$ cat src/rtl/core/kict_pkg.sv
// Package for the keyed item count table: request and result payload types,
// table command types, request and status codes, sequencer states.
// No dependencies.
package kict_pkg;

  // Table geometry
  localparam int SLOTS      = 32;
  localparam int ID_BITS    = 10;
  localparam int COUNT_BITS = 16;
  localparam int SLOT_BITS  = (SLOTS > 1) ? $clog2(SLOTS) : 1;
  localparam int SCAN_BITS  = $clog2(SLOTS + 1);
  localparam int AMT_BITS   = 16;
  localparam int ALU_W      = ((COUNT_BITS > AMT_BITS) ? COUNT_BITS : AMT_BITS) + 1;

  typedef logic [ID_BITS-1:0]    id_t;
  typedef logic [COUNT_BITS-1:0] cnt_t;
  typedef logic [SLOT_BITS-1:0]  slot_t;
  typedef logic [SCAN_BITS-1:0]  scan_t;

  localparam cnt_t        COUNT_MAX = '1;
  localparam logic [15:0] EMPTY_QTY = 16'd64;

  // Request codes
  typedef enum logic [2:0] {
    REQ_ADD    = 3'd0,
    REQ_SUB    = 3'd1,
    REQ_QCOUNT = 3'd2,
    REQ_QSLOT  = 3'd3,
    REQ_READ   = 3'd4,
    REQ_CLEAR  = 3'd5
  } req_t;

  // Result status codes
  typedef enum logic [1:0] {
    ST_OK       = 2'd0,
    ST_NO_FREE  = 2'd1,
    ST_NO_ITEM  = 2'd2,
    ST_NOT_ENUF = 2'd3
  } status_t;

  // Sequencer states
  typedef enum logic [2:0] {
    S_IDLE,
    S_SCAN,
    S_READ,
    S_EXEC,
    S_OUT
  } state_t;

  // Channel payloads
  typedef struct packed {
    logic [2:0]  req_type;
    logic [9:0]  item_id;
    logic [15:0] amount;
    logic [4:0]  slot_sel;
  } in_req_t;

  typedef struct packed {
    logic [1:0]  status;
    logic        found;
    logic [4:0]  slot_index;
    logic [9:0]  slot_item;
    logic [15:0] count;
  } out_rsp_t;

  // Table command and read data
  typedef struct packed {
    logic  wr_en;
    logic  clr;
    slot_t wr_addr;
    id_t   wr_id;
    cnt_t  wr_cnt;
    slot_t rd_addr;
  } tbl_cmd_t;

  typedef struct packed {
    id_t  id;
    cnt_t cnt;
  } tbl_data_t;

  // Shared arithmetic unit result
  typedef struct packed {
    cnt_t value;
    logic borrow;
  } alu_res_t;

endpackage

$ cat src/rtl/core/keyed_item_count_table.sv
// Top level of the keyed item count table: request sequencer, slot scan and
// result register. Depends on kict_pkg, kict_table and kict_alu.
//
// Usage: a request enters on in_valid/in_ready with an in_req_t payload and
// produces exactly one result on out_valid/out_ready as an out_rsp_t.
// in_ready is high only while the sequencer is idle; one request at a time.
// Add, subtract, query count and query slot scan all SLOTS slots through the
// single registered read port of the slot memory, one slot per cycle, then
// go to S_EXEC, where add and subtract use the shared count unit and write
// back when they succeed. Read slot reads its one slot in S_READ. Requests
// that need no scan or read (add or query count of id zero, subtract in
// creative mode, clear, unused codes, out-of-range read) go straight to S_OUT.
// in_ready returns the cycle after a result loads.
// The scan over the memory port sets the rate.
// A finished result waits in an output register; while the receiver stalls,
// the next request is accepted and worked, and only its hand-over waits.
// Reset empties every slot at once via valid bits and sets survival mode.
// cfg_we/cfg_wdata write survival_mode (1 survival, 0 creative); the user must
// write it only while idle, as the block does not enforce this.
module keyed_item_count_table (
  input  logic               clk,
  input  logic               rst_n,
  input  logic               in_valid,
  output logic               in_ready,
  input  kict_pkg::in_req_t  in_data,
  output logic               out_valid,
  input  logic               out_ready,
  output kict_pkg::out_rsp_t out_data,
  input  logic               cfg_we,
  input  logic               cfg_wdata
);
  import kict_pkg::*;

  state_t    state_r, state_nxt;
  in_req_t   req_r, req_nxt;
  out_rsp_t  rsp_r, rsp_nxt;
  out_rsp_t  out_r, out_nxt;
  logic      out_valid_r, out_valid_nxt;
  logic      mode_r;

  scan_t     iss_r, iss_nxt;
  logic      chk_r, chk_nxt;
  slot_t     chk_idx_r, chk_idx_nxt;
  logic      m_hit_r, m_hit_nxt;
  slot_t     m_idx_r, m_idx_nxt;
  cnt_t      m_cnt_r, m_cnt_nxt;
  logic      e_hit_r, e_hit_nxt;
  slot_t     e_idx_r, e_idx_nxt;
  cnt_t      e_cnt_r, e_cnt_nxt;

  tbl_cmd_t  cmd;
  tbl_data_t rd_data;
  alu_res_t  alu_res;
  logic      alu_sub;
  cnt_t      alu_a;

  id_t       key;
  logic      use_m;
  slot_t     pick_idx;
  id_t       new_id;
  logic      accept;

  kict_table u_table (
    .clk     (clk),
    .rst_n   (rst_n),
    .cmd     (cmd),
    .rd_data (rd_data)
  );

  kict_alu u_alu (
    .sub (alu_sub),
    .a   (alu_a),
    .b   (req_r.amount),
    .res (alu_res)
  );

  assign in_ready  = (state_r == S_IDLE);
  assign accept    = in_valid && in_ready;
  assign out_valid = out_valid_r;
  assign out_data  = out_r;
  assign key       = ID_BITS'(req_r.item_id);

  // Pick the slot for the count unit: add falls back to the last empty slot
  always_comb begin
    use_m    = m_hit_r || (req_r.req_type != REQ_ADD);
    pick_idx = use_m ? m_idx_r : e_idx_r;
    alu_a    = use_m ? m_cnt_r : e_cnt_r;
    alu_sub  = (req_r.req_type == REQ_SUB);
    new_id   = (alu_sub && (alu_res.value == '0)) ? '0 : key;
  end

  // Hold state, mode, search and result registers
  always_ff @(posedge clk) begin
    if (!rst_n) begin
      state_r     <= S_IDLE;
      out_valid_r <= 1'b0;
      mode_r      <= 1'b1;
      chk_r       <= 1'b0;
    end else begin
      state_r     <= state_nxt;
      out_valid_r <= out_valid_nxt;
      chk_r       <= chk_nxt;
      if (cfg_we) begin
        mode_r <= cfg_wdata;
      end
    end
  end

  always_ff @(posedge clk) begin
    req_r     <= req_nxt;
    rsp_r     <= rsp_nxt;
    out_r     <= out_nxt;
    iss_r     <= iss_nxt;
    chk_idx_r <= chk_idx_nxt;
    m_hit_r   <= m_hit_nxt;
    m_idx_r   <= m_idx_nxt;
    m_cnt_r   <= m_cnt_nxt;
    e_hit_r   <= e_hit_nxt;
    e_idx_r   <= e_idx_nxt;
    e_cnt_r   <= e_cnt_nxt;
  end

  // Sequence each request: decode, scan, execute, hand over
  always_comb begin
    state_nxt     = state_r;
    req_nxt       = req_r;
    rsp_nxt       = rsp_r;
    out_nxt       = out_r;
    out_valid_nxt = out_valid_r;
    iss_nxt       = iss_r;
    chk_nxt       = 1'b0;
    chk_idx_nxt   = chk_idx_r;
    m_hit_nxt     = m_hit_r;
    m_idx_nxt     = m_idx_r;
    m_cnt_nxt     = m_cnt_r;
    e_hit_nxt     = e_hit_r;
    e_idx_nxt     = e_idx_r;
    e_cnt_nxt     = e_cnt_r;
    cmd           = '0;

    // Drop a result the receiver has taken
    if (out_valid_r && out_ready) begin
      out_valid_nxt = 1'b0;
    end

    unique case (state_r)
      S_IDLE: begin
        if (accept) begin
          req_nxt   = in_data;
          rsp_nxt   = '0;
          iss_nxt   = '0;
          m_hit_nxt = 1'b0;
          e_hit_nxt = 1'b0;
          state_nxt = S_OUT;
          case (in_data.req_type)
            REQ_ADD: begin
              if (in_data.item_id != '0) begin
                state_nxt = S_SCAN;
              end
            end
            REQ_SUB: begin
              if (mode_r) begin
                state_nxt = S_SCAN;
              end
            end
            REQ_QCOUNT: begin
              if (in_data.item_id == '0) begin
                rsp_nxt.count = EMPTY_QTY;
              end else begin
                state_nxt = S_SCAN;
              end
            end
            REQ_QSLOT: begin
              state_nxt = S_SCAN;
            end
            REQ_READ: begin
              if (32'(in_data.slot_sel) < SLOTS) begin
                state_nxt = S_READ;
              end
            end
            REQ_CLEAR: begin
              cmd.clr = 1'b1;
            end
            default: begin
            end
          endcase
        end
      end

      S_SCAN: begin
        // Issue the next slot read
        cmd.rd_addr = SLOT_BITS'(iss_r);
        if (32'(iss_r) < SLOTS) begin
          iss_nxt     = iss_r + 1'b1;
          chk_nxt     = 1'b1;
          chk_idx_nxt = SLOT_BITS'(iss_r);
        end else if (!chk_r) begin
          state_nxt = S_EXEC;
        end
        // Check the slot read last cycle
        if (chk_r) begin
          if (!m_hit_r && (rd_data.id == key)) begin
            m_hit_nxt = 1'b1;
            m_idx_nxt = chk_idx_r;
            m_cnt_nxt = rd_data.cnt;
          end
          if (rd_data.id == '0) begin
            e_hit_nxt = 1'b1;
            e_idx_nxt = chk_idx_r;
            e_cnt_nxt = rd_data.cnt;
          end
        end
      end

      S_READ: begin
        cmd.rd_addr = SLOT_BITS'(req_r.slot_sel);
        state_nxt   = S_EXEC;
      end

      S_EXEC: begin
        state_nxt = S_OUT;
        case (req_r.req_type)
          REQ_ADD: begin
            if (m_hit_r || e_hit_r) begin
              cmd.wr_en   = 1'b1;
              cmd.wr_addr = pick_idx;
              cmd.wr_id   = key;
              cmd.wr_cnt  = alu_res.value;
              rsp_nxt     = '{ST_OK, 1'b1, 5'(pick_idx), 10'(key), 16'(alu_res.value)};
            end else begin
              rsp_nxt.status = ST_NO_FREE;
            end
          end
          REQ_SUB: begin
            if (!m_hit_r) begin
              rsp_nxt.status = ST_NO_ITEM;
            end else if (alu_res.borrow) begin
              rsp_nxt = '{ST_NOT_ENUF, 1'b1, 5'(m_idx_r), 10'(key), 16'(m_cnt_r)};
            end else begin
              cmd.wr_en   = 1'b1;
              cmd.wr_addr = m_idx_r;
              cmd.wr_id   = new_id;
              cmd.wr_cnt  = alu_res.value;
              rsp_nxt     = '{ST_OK, 1'b1, 5'(m_idx_r), 10'(new_id), 16'(alu_res.value)};
            end
          end
          REQ_QCOUNT: begin
            if (m_hit_r) begin
              rsp_nxt = '{ST_OK, 1'b1, 5'(m_idx_r), 10'(key), 16'(m_cnt_r)};
            end
          end
          REQ_QSLOT: begin
            if (m_hit_r) begin
              rsp_nxt = '{ST_OK, 1'b1, 5'(m_idx_r), 10'(key), 16'(m_cnt_r)};
            end else begin
              rsp_nxt.status = ST_NO_ITEM;
            end
          end
          REQ_READ: begin
            rsp_nxt = '{ST_OK, 1'b1, req_r.slot_sel, 10'(rd_data.id), 16'(rd_data.cnt)};
          end
          default: begin
          end
        endcase
      end

      S_OUT: begin
        // Hand the result over once the output register is free
        if (!out_valid_r || out_ready) begin
          out_nxt       = rsp_r;
          out_valid_nxt = 1'b1;
          state_nxt     = S_IDLE;
        end
      end

      default: begin
        state_nxt = S_IDLE;
      end
    endcase
  end

endmodule

$ cat src/rtl/core/kict_table.sv
// Slot memory of the keyed item count table: one write port, one registered
// read port, and per-slot valid bits that reset and clear wipe at once.
// Depends on kict_pkg.
module kict_table (
  input  logic                clk,
  input  logic                rst_n,
  input  kict_pkg::tbl_cmd_t  cmd,
  output kict_pkg::tbl_data_t rd_data
);
  import kict_pkg::*;

  tbl_data_t        mem [SLOTS];
  logic [SLOTS-1:0] vld_r;
  tbl_data_t        rd_data_r;
  logic             rd_vld_r;

  // Write and read the slot array
  always_ff @(posedge clk) begin
    if (cmd.wr_en) begin
      mem[cmd.wr_addr] <= '{id: cmd.wr_id, cnt: cmd.wr_cnt};
    end
    rd_data_r <= mem[cmd.rd_addr];
  end

  // Track which slots hold written data
  always_ff @(posedge clk) begin
    if (!rst_n) begin
      vld_r    <= '0;
      rd_vld_r <= 1'b0;
    end else begin
      if (cmd.clr) begin
        vld_r <= '0;
      end else if (cmd.wr_en) begin
        vld_r[cmd.wr_addr] <= 1'b1;
      end
      rd_vld_r <= vld_r[cmd.rd_addr];
    end
  end

  // Report a never-written slot as empty
  assign rd_data = rd_vld_r ? rd_data_r : '0;

endmodule

$ cat src/rtl/core/kict_alu.sv
// Shared count unit: saturating add or borrow-checked subtract of a request
// amount against a slot count.
// Depends on kict_pkg.
module kict_alu (
  input  logic                       sub,
  input  kict_pkg::cnt_t             a,
  input  logic [kict_pkg::AMT_BITS-1:0] b,
  output kict_pkg::alu_res_t         res
);
  import kict_pkg::*;

  logic [ALU_W-1:0] sum;
  logic [ALU_W-1:0] diff;
  logic             sat;

  // One wide add and subtract
  always_comb begin
    sum  = ALU_W'(a) + ALU_W'(b);
    diff = ALU_W'(a) - ALU_W'(b);
    sat  = |sum[ALU_W-1:COUNT_BITS];
    if (sub) begin
      res.value  = COUNT_BITS'(diff);
      res.borrow = diff[ALU_W-1];
    end else begin
      res.value  = sat ? COUNT_MAX : COUNT_BITS'(sum);
      res.borrow = 1'b0;
    end
  end

endmodule

$ cat config.mk
export PLATFORM = sky130hd
export DESIGN_NAME = keyed_item_count_table
export DESIGN_NICKNAME = d
export VERILOG_FILES = /design/src/rtl/core/kict_pkg.sv /design/src/rtl/core/keyed_item_count_table.sv /design/src/rtl/core/kict_table.sv /design/src/rtl/core/kict_alu.sv
export SDC_FILE = /design/constraint.sdc
export NUM_CORES = 1
export LEC_CHECK = 0
export ABC_AREA = 1
export ABC_CLOCK_PERIOD_IN_PS = 14350
export BUFFER_PORTS_ARGS = -buffer_cell sky130_fd_sc_hd__clkbuf_2
export CAP_MARGIN = 20
export CORE_MARGIN = 4
export CORE_UTILIZATION = 28
export CTS_CLUSTER_DIAMETER = 60
export DETAILED_ROUTE_END_ITERATION = 8
export GPL_ROUTABILITY_DRIVEN = 0
export PLACE_DENSITY = 0.44
export RECOVER_POWER = 50
export SETUP_SLACK_MARGIN = 0.02
export SLEW_MARGIN = 10
export SYNTH_ARGS = -nofsm -noshare
export SYNTH_HDL_FRONTEND = slang
export SYNTH_SLANG_ARGS = --single-unit
$ cat constraint.sdc
create_clock -name clk -period 14.35 [get_ports clk]
set_input_delay 0 -clock clk [delete_from_list [all_inputs] [get_ports clk]]
set_output_delay 0 -clock clk [all_outputs]
set_load 0.1 [all_outputs]
==> results.md, run 1 <==
- Status: finished, violations left
- Failing checks: capacitance limit, slew limit
- Global route hottest layer: met2
- Peak VDD IR: 0.0000978 V
- CTS Buf Count: 116
- Largest stage delay, worst path: 2.79 ns
- Worst Tran Pin Value: 2.99 ns
- Fin nets: 3800
- Ys async rst share: 0%
- Crit path capture type: flop
- Core ar.: 0.154 mm^2
- GRT Overall Usage: 16.8%
- Cell count after synthesis: 3616
- Htree depth: 3
- Post-synth cell types: 55
- DRC violations left: 0
- Die Height: 403 um
- Setup TNS: 0 ns
- Slew Limit Headroom: -99.4%
- Slowest-stage cell, CP: clkinvlp_2
- Final WS setup: 4.47 ns
- Met1 Track Usage GR: 23.9%
- Total of max-cap violations: 26
- Setup violators final: 0
- Final HPWL DP: 82200 um
- Met3 Usage GRT: 2.27%
- Seq/Total Area, Yosys: 71.1%
- Tcrit/Tclk final: 68.9%
- Share of post-route cells with drive strength above 1: 8.21%
- Worst-skew pair later-pin latency: 0.78 ns
- Most frequent CP cell: clkinvlp_2
- Met2 Use GR: 27.3%
- Antenna viol nets, final: 0
- Synth Net Count: 3692
- Starting density of the core: 28.2%
- Routed vias: 29100
- TritonCTS clock tree: built
- Hold crit path type: input pin to flop
- IO buf count: 75
- Clock sink count: 1054
- Per-cell routed wire length: 23.8 um
- Pwr dens: 176 mW/mm^2
- Leakage: 15.0 nW
- Max Slew Vio Count: 769
- Row count: 144
- Critical Path RT: 14.91 ns
- Mean Syn Cell Area: 12.1 um^2
- Worst setup SP type: flop
- Remaining Overflow, GRT: 0
- Clock period minus worst slack: 9.88 ns
- Vias in the first global route: 28300
- Design Power: 0.00887 W
- Crit path cell chain: nor3_1 > clkinvlp_2 > o22ai_4 > clkbuf_1 > clkinvlp_2 > buf_4 > o221ai_1 > nand3_1 > nand2_1 > nor2_1 > a31oi_1
- # IOs: 76
- Mapped cell area: 0.0436 mm^2
- RSZ-0062 raised after global routing: false
- Final hold vios: 0
- Number of synthesized flops with an enable pin: 989
- DP Area: 0.0464 mm^2
- R2R depth: 11
- Area growth, synth to finish: 15.4%
- DRT Pass-1 Iters: 8
- Critical path class: flop to flop
- # fillers: 15500
- Register bit count reported by yosys: 1054
- Final instance area: 0.0504 mm^2
- Largest net degree at the start of global routing: 141
- Reg clk slew, reported paths: 0.06 ns
- Avg Vias per Cell: 4.96
- Area of the multi-input gates: 0.0109 mm^2
- Initial DRC Count: 2501
- CTS root buffer: clkbuf_16
- Full die area: 0.162 mm^2
- Ant. Diodes: 0
- Pre-CTS setup slack: 8.01 ns
- Worst-path maximum fanout: 45
- Max Buffers Root-to-Sink: 3
- Hold Path Cell Cnt: 2
- Main flop type after synthesis: edfxtp_1
- Worst Path Arrival: 10.44 ns
- Register area: 0.0310 mm^2
- R2R Setup Slk: 4.47 ns
- Die width: 403 um
- Syn. warnings: 0
- Antenna violations before repair: 1
- Drt total wl: 140000 um
- Clock skew: 0.118 ns
- Upper clock frequency limit: 0.101 GHz
- First-pass GRT wire length: 202000 um
-- worst paths after layout --
kind,start,endpoint
worst max-delay path,state_r[1],u_table.rd_data_r[22]
worst min-delay path,in_data[18],req_r[18]
worst max register to register,state_r[1],u_table.rd_data_r[22]
worst min register to register,rsp_r[4],out_data[4]
-- per-stage QoR --
| stage | cells | util [%] | hold slack [ns] |
|---|---|---|---|
| after global routing | 5869 | 32.6 | 0.0227 |
| after global placement | 5589 | 30.0 | 0.180 |
| final | 5869 | 32.6 | 0.0555 |
| after detailed placement | 5590 | 30.1 | 0.179 |
| after CTS | 5866 | 32.9 | 0.00213 |
| after floorplan | 3616 | - | 0.0989 |
-- cell usage after synthesis (4+ instances only) --
library cell	n	share of area [%]
o211ai_1	25	0.43
buf_1	6	0.052
clkbuf_1	146	1.3
o22ai_1	36	0.52
nand3_2	6	0.14
inv_2	27	0.23
o21ai_0	456	5.2
ha_1	34	0.98
xor2_1	8	0.16
nor2_2	4	0.057
nand3_1	141	1.6
nor2_1	596	5.1
nor3_1	22	0.25
nor3b_1	5	0.086
nand2_1	400	3.4
edfxtp_1	989	68
buf_4	9	0.15
a221oi_1	9	0.18
inv_1	191	1.6
o21ai_1	20	0.23
a21oi_1	83	0.95
dfxtp_1	65	3.0
nand2_2	11	0.16
o221ai_1	186	3.7
nor4_1	5	0.072
a31oi_1	33	0.47
nand4_1	10	0.14
buf_2	48	0.55
nor2_4	5	0.13
-- power by group --
group          leakage, nW  internal (W)  switching [W]
Sequential            7.87       0.00350      0.0000773
Clock                 1.81       0.00162        0.00129
Combinational         5.28      0.000517        0.00186
Total                 15.0       0.00564        0.00323
-- layout by cell type, fill, tap and decap left out, drive strengths merged, types with 2 or more instances in the layout --
master       count
nand3b           2
nor2           605
clkinvlp         6
edfxtp         989
and2             2
clkinv          54
a21oi           86
xor2             8
dlygate4sd3     57
nor4             5
fa               2
ha              34
o21ai          478
o22ai           40
a221oi           9
o211ai          25
inv            223
dfxtp           65
buf             38
o221ai         186
nor3            26
o21bai           4
nand4           10
nand2          413
clkbuf         258
a31oi           33
nand3          147
o2111ai          2
nor3b            5
bufinv           4
-- cell type report --
class / count / share of cell area (%)
Multi-Input combinational cell: 2131 / 21.6
Clock inverter: 65 / 1.21
Inverter: 222 / 1.69
Timing Repair Buffer: 199 / 2.58
Tap cell: 2044 / 5.08
Sequential cell: 1054 / 61.6
Clock buffer: 154 / 6.23
-- flip-flops by register name, summed over array words and instances, names as in the netlist --
| register | count |
|---|---|
| iss_r | 6 |
| e_idx_r | 5 |
| out_valid | 1 |
| chk_r | 1 |
| u_table.mem | 832 |
| rsp_r | 34 |
| state_r | 3 |
| m_cnt_r | 16 |
| u_table.rd_data_r | 26 |
| m_hit_r | 1 |
| m_idx_r | 5 |
| key | 10 |
| e_cnt_r | 16 |
| u_table.vld_r | 32 |
| req_r | 24 |
| chk_idx_r | 5 |
| u_table.rd_vld_r | 1 |
| mode_r | 1 |
| e_hit_r | 1 |
| out_data | 34 |
-- per-layer routing --
| metal | wire [um] | part of all wire (%) |
|---|---|---|
| met1 | 64200 | 46 |
| met2 | 65100 | 47 |
| met3 | 6870 | 4.9 |
| met4 | 3360 | 2.4 |
| met5 | 0 | 0 |
-- what timing repair did --
item | CTS | global route
endpoints found under the hold margin | 57 | 0
buffers inserted | 0 | 0
resized for setup | 0 | 0
hold buffers | 57 | 0
-- logic make-up after synthesis --
group,share of synthesized area [%]
AO/OA/AOI/OAI,12.3
XOR/XNOR,0.161
adder cells (fa/ha/maj),1.07
flip-flops,71.1
buffers and inverters,3.94
AND/OR/NAND/NOR,11.5
-- worst max-delay path: cells and delay by family (launching register included) --
| kind | cells | cell delay, ns |
|---|---|---|
| AO/OA/AOI/OAI | 3 | 1.26 |
| flip-flops | 1 | 0.36 |
| buffers and inverters | 4 | 6.63 |
| AND/OR/NAND/NOR | 4 | 1.36 |
(Power assumes the default switching activity.)
==> run 2: changes to the inputs <==
--- a/config.mk
+++ b/config.mk
@@ -6,7 +6,7 @@
 export NUM_CORES = 1
 export LEC_CHECK = 0
 export ABC_AREA = 1
-export ABC_CLOCK_PERIOD_IN_PS = 14350
+export ABC_CLOCK_PERIOD_IN_PS = 8680
 export BUFFER_PORTS_ARGS = -buffer_cell sky130_fd_sc_hd__clkbuf_2
 export CAP_MARGIN = 20
 export CORE_MARGIN = 4
@@ -14,7 +14,7 @@
 export CTS_CLUSTER_DIAMETER = 60
 export DETAILED_ROUTE_END_ITERATION = 8
 export GPL_ROUTABILITY_DRIVEN = 0
-export PLACE_DENSITY = 0.44
+export PLACE_DENSITY = 0.45
 export RECOVER_POWER = 50
 export SETUP_SLACK_MARGIN = 0.02
 export SLEW_MARGIN = 10
==> constraint.sdc (replaced) <==
create_clock -name clk -period 8.68 [get_ports clk]
set_input_delay 0 -clock clk [delete_from_list [all_inputs] [get_ports clk]]
set_output_delay 0 -clock clk [all_outputs]
set_load 0.1 [all_outputs]
==> run 2 against run 1 <==
  * Flip-flop and latch count stayed put
  * Largest cell class unchanged
  * Total power grew 64%
  * Highest routed layer unchanged
  * The run still ends with capacitance limit, slew limit left
  * Worst hold slack worse by 0.00069 ns
==> results.md, run 2 (synthesis results as in run 1) <==
- IO buf count: 75 (unchanged)
- P_sw: 0.00520 W (was 0.00323 W)
- Die width: 403 um (unchanged)
- Antenna violations before repair: 0 (was 1)
- Internal: 0.00933 W (was 0.00564 W)
- Most frequent cells in the layout: edfxtp_1 (989), nor2_1 (590), o21ai_0 (459) (was edfxtp_1 (989), nor2_1 (592), o21ai_0 (461))
- Total of max-cap violations: 17 (was 26)
- Pwr dens: 289 mW/mm^2 (was 176 mW/mm^2)
- DRT Pass-1 Iters: 6 (was 8)
- Failing checks: capacitance limit, slew limit (unchanged)
- Slew Limit Headroom: -89.7% (was -99.4%)
- Initial DRC Count: 2584 (was 2501)
- Reg clk slew, reported paths: 0.06 ns (about the same)
- Fin nets: 3788 (was 3800)
- DP Cell Count: 5587 (was 5590)
- Switching Share: 35.8% (was 36.4%)
- Clock sink count: 1054 (unchanged)
- Row count: 144 (unchanged)
- Setup violators final: 0 (unchanged)
- Max Buffers Root-to-Sink: 3 (unchanged)
- Commonest non-fill, non-tap cell in the layout: edfxtp_1 (unchanged)
- Final HPWL DP: 80300 um (was 82200 um)
- Post-Layout Cell Count: 5854 (was 5869)
- Drt total wl: 138000 um (was 140000 um)
- Register area: 0.0310 mm^2 (unchanged)
- Per-cell routed wire length: 23.6 um (was 23.8 um)
- CTS Buf Count: 112 (was 116)
- Antenna viol nets, final: 0 (unchanged)
- Avg Vias per Cell: 4.97 (was 4.96)
- Flop pwr share: 40.8% (was 40.4%)
- Critical path class: flop to flop (unchanged)
- Status: finished, violations left (unchanged)
- Largest net degree at the start of global routing: 170 (was 141)
- Clock period minus worst slack: 7.11 ns (was 9.88 ns)
- Max Slew Vio Count: 570 (was 769)
- CTS root buffer: clkbuf_16 (unchanged)
- GRT Overall Usage: 16.6% (was 16.8%)
- # fillers: 15400 (was 15500)
- Starting density of the core: 28.2% (unchanged)
- # IOs: 76 (unchanged)
- Remaining Overflow, GRT: 0 (unchanged)
- Final hold vios: 0 (unchanged)
- Clock skew: 0.0707 ns (was 0.118 ns)
- Comb power frac: 26.5% (was 26.8%)
- Ant. Diodes: 0 (unchanged)
- Leakage: 14.9 nW (was 15.0 nW)
- Routed vias: 29100 (about the same)
- Worst-skew pair later-pin latency: 0.75 ns (was 0.78 ns)
- Worst Path Arrival: 7.59 ns (was 10.44 ns)
- Max reg flops: 832 (unchanged)
- Worst-path maximum fanout: 152 (was 45)
- RSZ-0062 raised after global routing: false (unchanged)
- Share of post-route cells with drive strength above 1: 7.90% (was 8.21%)
- DRC violations left: 0 (unchanged)
- Clock share of power: 32.7% (was 32.9%)
- Tcrit/Tclk final: 81.9% (was 68.9%)
- Upper clock frequency limit: 0.141 GHz (was 0.101 GHz)
- Crit path capture type: flop (unchanged)
- # Post-CTS Setup Buffers: 0 (unchanged)
- Full die area: 0.162 mm^2 (unchanged)
- Worst Tran Pin Value: 2.84 ns (was 2.99 ns)
- Setup TNS: 0 ns (unchanged)
- Vias in the first global route: 28300 (about the same)
- Worst setup SP type: flop (unchanged)
- Htree depth: 3 (unchanged)
- Core ar.: 0.154 mm^2 (unchanged)
- TritonCTS clock tree: built (unchanged)
- Peak VDD IR: 0.000207 V (was 0.0000978 V)
- Gates resized, CTS repair: 0 (unchanged)
- Hold Path Cell Cnt: 2 (unchanged)
- Critical Path RT: 9.16 ns (was 14.91 ns)
- Top reg by flops: u_table.mem (unchanged)
- R2R depth: 12 (was 11)
- Area growth, synth to finish: 15.2% (was 15.4%)
- Final core utilization: 32.5% (was 32.6%)
- Area of the multi-input gates: 0.0109 mm^2 (about the same)
- Final instance area: 0.0503 mm^2 (was 0.0504 mm^2)
- First-pass GRT wire length: 201000 um (was 202000 um)
- DP Area: 0.0464 mm^2 (about the same)
- Hold crit path type: input pin to flop (unchanged)
- Die Height: 403 um (unchanged)
==> run 2: cell count changes in the layout (fill, tap and decap cells not counted), sizes merged <==
cell | previous run | this run
clkinv | 54 | 55
inv | 223 | 222
bufinv | 4 | 9
clkbuf | 258 | 244
clkinvlp | 6 | 5
dlygate4sd3 | 57 | 53
buf | 38 | 37
==> run 2: path summary, 6_finish.rpt <==
kind	from	to	slack, ns
worst min register to register	rsp_r[31]	out_data[31]	0.42
worst min-delay path	in_data[3]	req_r[3]	0.05
worst max register to register	state_r[1]	u_table.rd_data_r[0]	1.57
worst max-delay path	state_r[1]	u_table.rd_data_r[0]	1.57
==> run 2: routing by layer <==
metal  GRT usage, %  vias to the layer above  routed length, um
met5              0                        -                  0
met4           3.73                        0               2900
met3           2.26                      152               6170
met2           26.8                      767              64200
met1           23.8                    14800              65000
li1               -                    13400                  -
==> run 2: critical path, stage by stage (launching register included) <==
cell and delay [ns]:
dfxtp_1 0.36, nor3_1 1.04, clkinvlp_2 0.99, o22ai_4 0.28
clkbuf_2 1.69, inv_6 0.66, buf_12 0.47, o21ai_0 0.23
o221ai_1 0.13, nand3_1 0.16, nand2_1 0.09, nor2_1 0.33
a31oi_1 0.20
==> run 2: final cells by class <==
type                       instances  area share, %
sequential                      1054           61.7
clock inverter                    69           1.40
clock buffer                     143           5.87
inverter                         222           1.69
multi-input combinational       2131           21.7
tap                             2044           5.09
timing repair buffer             191           2.53
==> run 2: what timing repair did <==
item | 4_1_cts | 5_1_grt
setup endpoints to repair | 0 | 0
hold buffers | 53 | 0
hold endpoints to repair | 48 | 0
==> run 2: power by group through the flow <==
stage | registers, W | logic (W) | clock network, W
finish | 0.00592 | 0.00385 | 0.00475
global placement | 0.00603 | 0.00390 | 0
detailed placement | 0.00602 | 0.00390 | 0
floorplan | 0.00613 | 0.00230 | 0
CTS | 0.00592 | 0.00392 | 0.00485
global route | 0.00594 | 0.00421 | 0.00509
==> run 2: stage by stage <==
stage / power [W] / worst slack, ns / hold slack, ns
floorplan: 0.00843 / 3.11 / 0.0989
CTS: 0.0147 / 2.29 / 0.000931
detailed placement: 0.00992 / 2.27 / 0.179
global route: 0.0152 / 0.899 / 0.0122
finish: 0.0145 / 1.57 / 0.0548
global placement: 0.00992 / 2.34 / 0.181
==> run 3: changes to the inputs <==
--- a/config.mk
+++ b/config.mk
@@ -5,8 +5,8 @@
 export SDC_FILE = /design/constraint.sdc
 export NUM_CORES = 1
 export LEC_CHECK = 0
-export ABC_AREA = 1
-export ABC_CLOCK_PERIOD_IN_PS = 8680
+export ABC_AREA = 0
+export ABC_CLOCK_PERIOD_IN_PS = 6600
 export BUFFER_PORTS_ARGS = -buffer_cell sky130_fd_sc_hd__clkbuf_2
 export CAP_MARGIN = 20
 export CORE_MARGIN = 4
@@ -14,7 +14,7 @@
 export CTS_CLUSTER_DIAMETER = 60
 export DETAILED_ROUTE_END_ITERATION = 8
 export GPL_ROUTABILITY_DRIVEN = 0
-export PLACE_DENSITY = 0.45
+export PLACE_DENSITY = 0.44
 export RECOVER_POWER = 50
 export SETUP_SLACK_MARGIN = 0.02
 export SLEW_MARGIN = 10
==> constraint.sdc (replaced) <==
create_clock -name clk -period 6.6 [get_ports clk]
set_input_delay 0 -clock clk [delete_from_list [all_inputs] [get_ports clk]]
set_output_delay 0 -clock clk [all_outputs]
set_load 0.1 [all_outputs]
==> run 3 against run 2 <==
  * Flip-flop and latch count is the same
  * Area after synthesis shrank 1.5%
  * Total power is 10% higher
  * Count of clock-buffer cells in the layout is 1 higher
  * The flow still finishes with violations (capacitance limit, slew limit)
  * Register-to-register slack got worse by 1.2 ns
  * Non-clock buffer count grew 39
  * Wire length fell by 8.2%
  * Die area is 1.5% lower
  * Combinational power down 43%
  * Final cell count fell by 16%
  * Fmax is 14% higher
  * Utilization is 0.81 points higher
  * Highest routed layer unchanged
==> results.md, run 3 <==
- GRT Overall Usage: 15.8% (was 16.6%)
- Synth cell count leaders: edfxtp_1 (989), nand2_1 (303), mux4_2 (216), nand3_1 (154), nor2_1 (126) (was edfxtp_1 (989), nor2_1 (596), o21ai_0 (456), nand2_1 (400), inv_1 (191))
- Mean Syn Cell Area: 16.8 um^2 (was 12.1 um^2)
- Final hold vios: 0 (unchanged)
- Drt total wl: 127000 um (was 138000 um)
- R2R Setup Slk: 0.38 ns (was 1.57 ns)
- Max Slew Vio Count: 245 (was 570)
- Synth Net Count: 2638 (was 3692)
- Gates resized, CTS repair: 0 (unchanged)
- WP buf/inv: 3 (was 4)
- Full die area: 0.160 mm^2 (was 0.162 mm^2)
- Critical R2R Launch: m_hit_r (was state_r[1])
- # Post-CTS Setup Buffers: 0 (unchanged)
- Leakage: 14.3 nW (was 14.9 nW)
- Htree depth: 3 (unchanged)
- Mapped cell area: 0.0430 mm^2 (was 0.0436 mm^2)
- Top reg by flops: u_table.mem (unchanged)
- Per-cell routed wire length: 25.8 um (was 23.6 um)
- Clock skew: 0.0463 ns (was 0.0707 ns)
- Die width: 400 um (was 403 um)
- Die Height: 400 um (was 403 um)
- Clock sink count: 1054 (unchanged)
- Core ar.: 0.152 mm^2 (was 0.154 mm^2)
- DRC violations left: 0 (unchanged)
- Hold crit path type: input pin to flop (unchanged)
- Antenna violations before repair: 5 (was 0)
- Reg clk slew, reported paths: 0.06 ns (about the same)
- CP top delay family: compound AO/OA/AOI/OAI gates (was buffers and inverters)
- Share of post-route cells with drive strength above 1: 20.1% (was 7.90%)
- RSZ-0062 raised after global routing: false (unchanged)
- First-pass GRT wire length: 182000 um (was 201000 um)
- Setup TNS: 0 ns (unchanged)
- Min Hold Slack: 0.0544 ns (was 0.0548 ns)
- Worst-skew pair later-pin latency: 0.73 ns (was 0.75 ns)
- Largest stage delay, worst path: 1.43 ns (was 1.69 ns)
- Cell count after synthesis: 2562 (was 3616)
- Commonest non-fill, non-tap cell in the layout: edfxtp_1 (unchanged)
- Worst setup path start: m_hit_r (was state_r[1])
- Worst-path maximum fanout: 32 (was 152)
- Row count: 143 (was 144)
- DRT Pass-1 Iters: 5 (was 6)
- Vias in the first global route: 25000 (was 28300)
- Starting density of the core: 28.2% (about the same)
- Most frequent cell after synthesis: edfxtp_1 (unchanged)
- Ranking of synthesized cells by area: edfxtp_1 (69%), mux4_2 (11%), dfxtp_1 (3.0%) (was edfxtp_1 (68%), o21ai_0 (5.2%), nor2_1 (5.1%))
- Upper clock frequency limit: 0.161 GHz (was 0.141 GHz)
- Tcrit/Tclk final: 94.2% (was 81.9%)
- Slowest-stage cell, CP: o21ai_1 (was clkbuf_2)
- Peak VDD IR: 0.000205 V (was 0.000207 V)
- Pwr dens: 316 mW/mm^2 (was 289 mW/mm^2)
- Top cell type's share of synthesized area: 69.1% (was 68.1%)
- Crit path cell chain: nor4_2 > buf_4 > mux2_1 > inv_1 > ha_1 > fa_1 > nor2b_1 > o21ai_0 > a21oi_1 > o311ai_2 > a311oi_2 > o21ai_1 > nor3_2 > clkbuf_4 (was nor3_1 > clkinvlp_2 > o22ai_4 > clkbuf_2 > inv_6 > buf_12 > o21ai_0 > o221ai_1 > nand3_1 > nand2_1 > nor2_1 > a31oi_1)
- Synth area leader: edfxtp_1 (unchanged)
- Max Buffers Root-to-Sink: 3 (unchanged)
- Total of max-cap violations: 9 (was 17)
- Post-synth cell types: 84 (was 55)
- Setup violators final: 0 (unchanged)
- Number of synthesized flops with an enable pin: 989 (unchanged)
- Worst setup SP type: flop (unchanged)
- Final HPWL DP: 76200 um (was 80300 um)
- CTS root buffer: clkbuf_16 (unchanged)
- Avg Vias per Cell: 4.96 (was 4.97)
- Status: finished, violations left (unchanged)
- Routed vias: 24400 (was 29100)
- Slew Limit Headroom: -27.1% (was -89.7%)
- Design Power: 0.0160 W (was 0.0145 W)
- Antenna viol nets, final: 0 (unchanged)
- Critical path class: flop to flop (unchanged)
- CTS Hold Buffers Added: 63 (was 53)
- Syn. warnings: 0 (unchanged)
- Largest net degree at the start of global routing: 109 (was 170)
- Hold path start: in_data[0] (was in_data[3])
- Most frequent cells in the layout: edfxtp_1 (989), nand2_1 (303), mux4_2 (216) (was edfxtp_1 (989), nor2_1 (590), o21ai_0 (459))
- Crit path capture type: flop (unchanged)
- TritonCTS clock tree: built (unchanged)
- Area growth, synth to finish: 18.3% (was 15.2%)
- Seq/Total Area, Yosys: 72.2% (was 71.1%)
- IO buf count: 75 (unchanged)
- Worst Tran Pin Value: 1.91 ns (was 2.84 ns)
- Worst Path Arrival: 6.56 ns (was 7.59 ns)
- # IOs: 76 (unchanged)
- Clock period minus worst slack: 6.22 ns (was 7.11 ns)
- Max reg flops: 832 (unchanged)
- # fillers: 14600 (was 15400)
- Initial DRC Count: 2247 (was 2584)
- Remaining Overflow, GRT: 0 (unchanged)
- Main flop type after synthesis: edfxtp_1 (unchanged)
- Ys async rst share: 0% (unchanged)
- Register bit count reported by yosys: 1054 (unchanged)
- Fin nets: 2856 (was 3788)
- Critical Path RT: 6.94 ns (was 9.16 ns)
- CTS Buf Count: 118 (was 112)
- Failing checks: capacitance limit, slew limit (unchanged)
-- run 3: cell count changes after synthesis, sizes merged, moves of 110 or more --
| cell | change |
|---|---|
| nand2 | -110 |
| inv | -173 |
| o21ai | -419 |
| mux4 | +216 |
| nor2 | -478 |
| o221ai | -181 |
-- run 3: layout make-up --
cell class	count	area, um^2	area share [%]
Clock buffer	144	3080	6.07
Timing Repair Buffer	230	1840	3.63
Multi-Input combinational cell	1329	11500	22.7
Antenna cell	3	7.51	0.0148
Tap cell	2030	2540	5.00
Inverter	47	176	0.347
Clock inverter	74	628	1.24
Sequential cell	1054	31000	61.0
-- run 3: cells by family (layout without fill, tap and decap cells) --
group                    after synthesis  after routing  share of synthesized area (%)
buffers and inverters                179            495                           1.70
AO/OA/AOI/OAI                        303            303                           4.93
AND/OR/NAND/NOR                      725            725                           7.67
other                                  0              3                              0
flip-flops                          1054           1054                           72.2
adder cells (fa/ha/maj)               36             36                           1.08
multiplexers                         242            242                           12.0
XOR/XNOR                              23             23                          0.469
-- run 3: final timing paths --
check	end	depth (start not counted)
setup / recovery	u_table.mem[3][14]	14
hold / removal	req_r[0]	2
setup reg to reg	u_table.mem[3][14]	14
hold reg to reg	out_data[9]	0
-- run 3: report_power, final --
group          leakage (nW)  internal [W]  switching, W
registers              7.85       0.00743      0.000141
logic                  4.68      0.000670       0.00153
clock network          1.80       0.00359       0.00267
total                  14.3        0.0117       0.00434
-- run 3: stage by stage --
step	setup slack, ns	area, um^2	util (%)	cells
floorplan	0.862	43000	-	2562
global placement	0.521	46700	30.6	4624
detailed placement	0.450	46700	30.6	4624
CTS	0.466	51000	33.5	4905
global route	0.119	50800	33.4	4908
finish	0.385	50800	33.4	4911
-- run 3: per-layer routing --
metal / vias up / global-route usage, % / share of wire, %
met5: - / 0 / 0
met4: 0 / 3.98 / 2.5
met3: 197 / 2.62 / 5.5
met2: 767 / 26.1 / 48
met1: 12900 / 21.6 / 44
li1: 10500 / - / -
-- run 3: worst reg2reg max path, cell delays in order, from the launching register on --
cell and delay, ns:
edfxtp_1 0.40, nor4_2 0.43, buf_4 0.30, mux2_1 0.38, inv_1 0.07, ha_1 0.20, fa_1 0.24, nor2b_1 0.08
o21ai_0 0.59, a21oi_1 0.32, o311ai_2 0.42, a311oi_2 0.29, o21ai_1 1.43, nor3_2 0.19, clkbuf_4 0.43
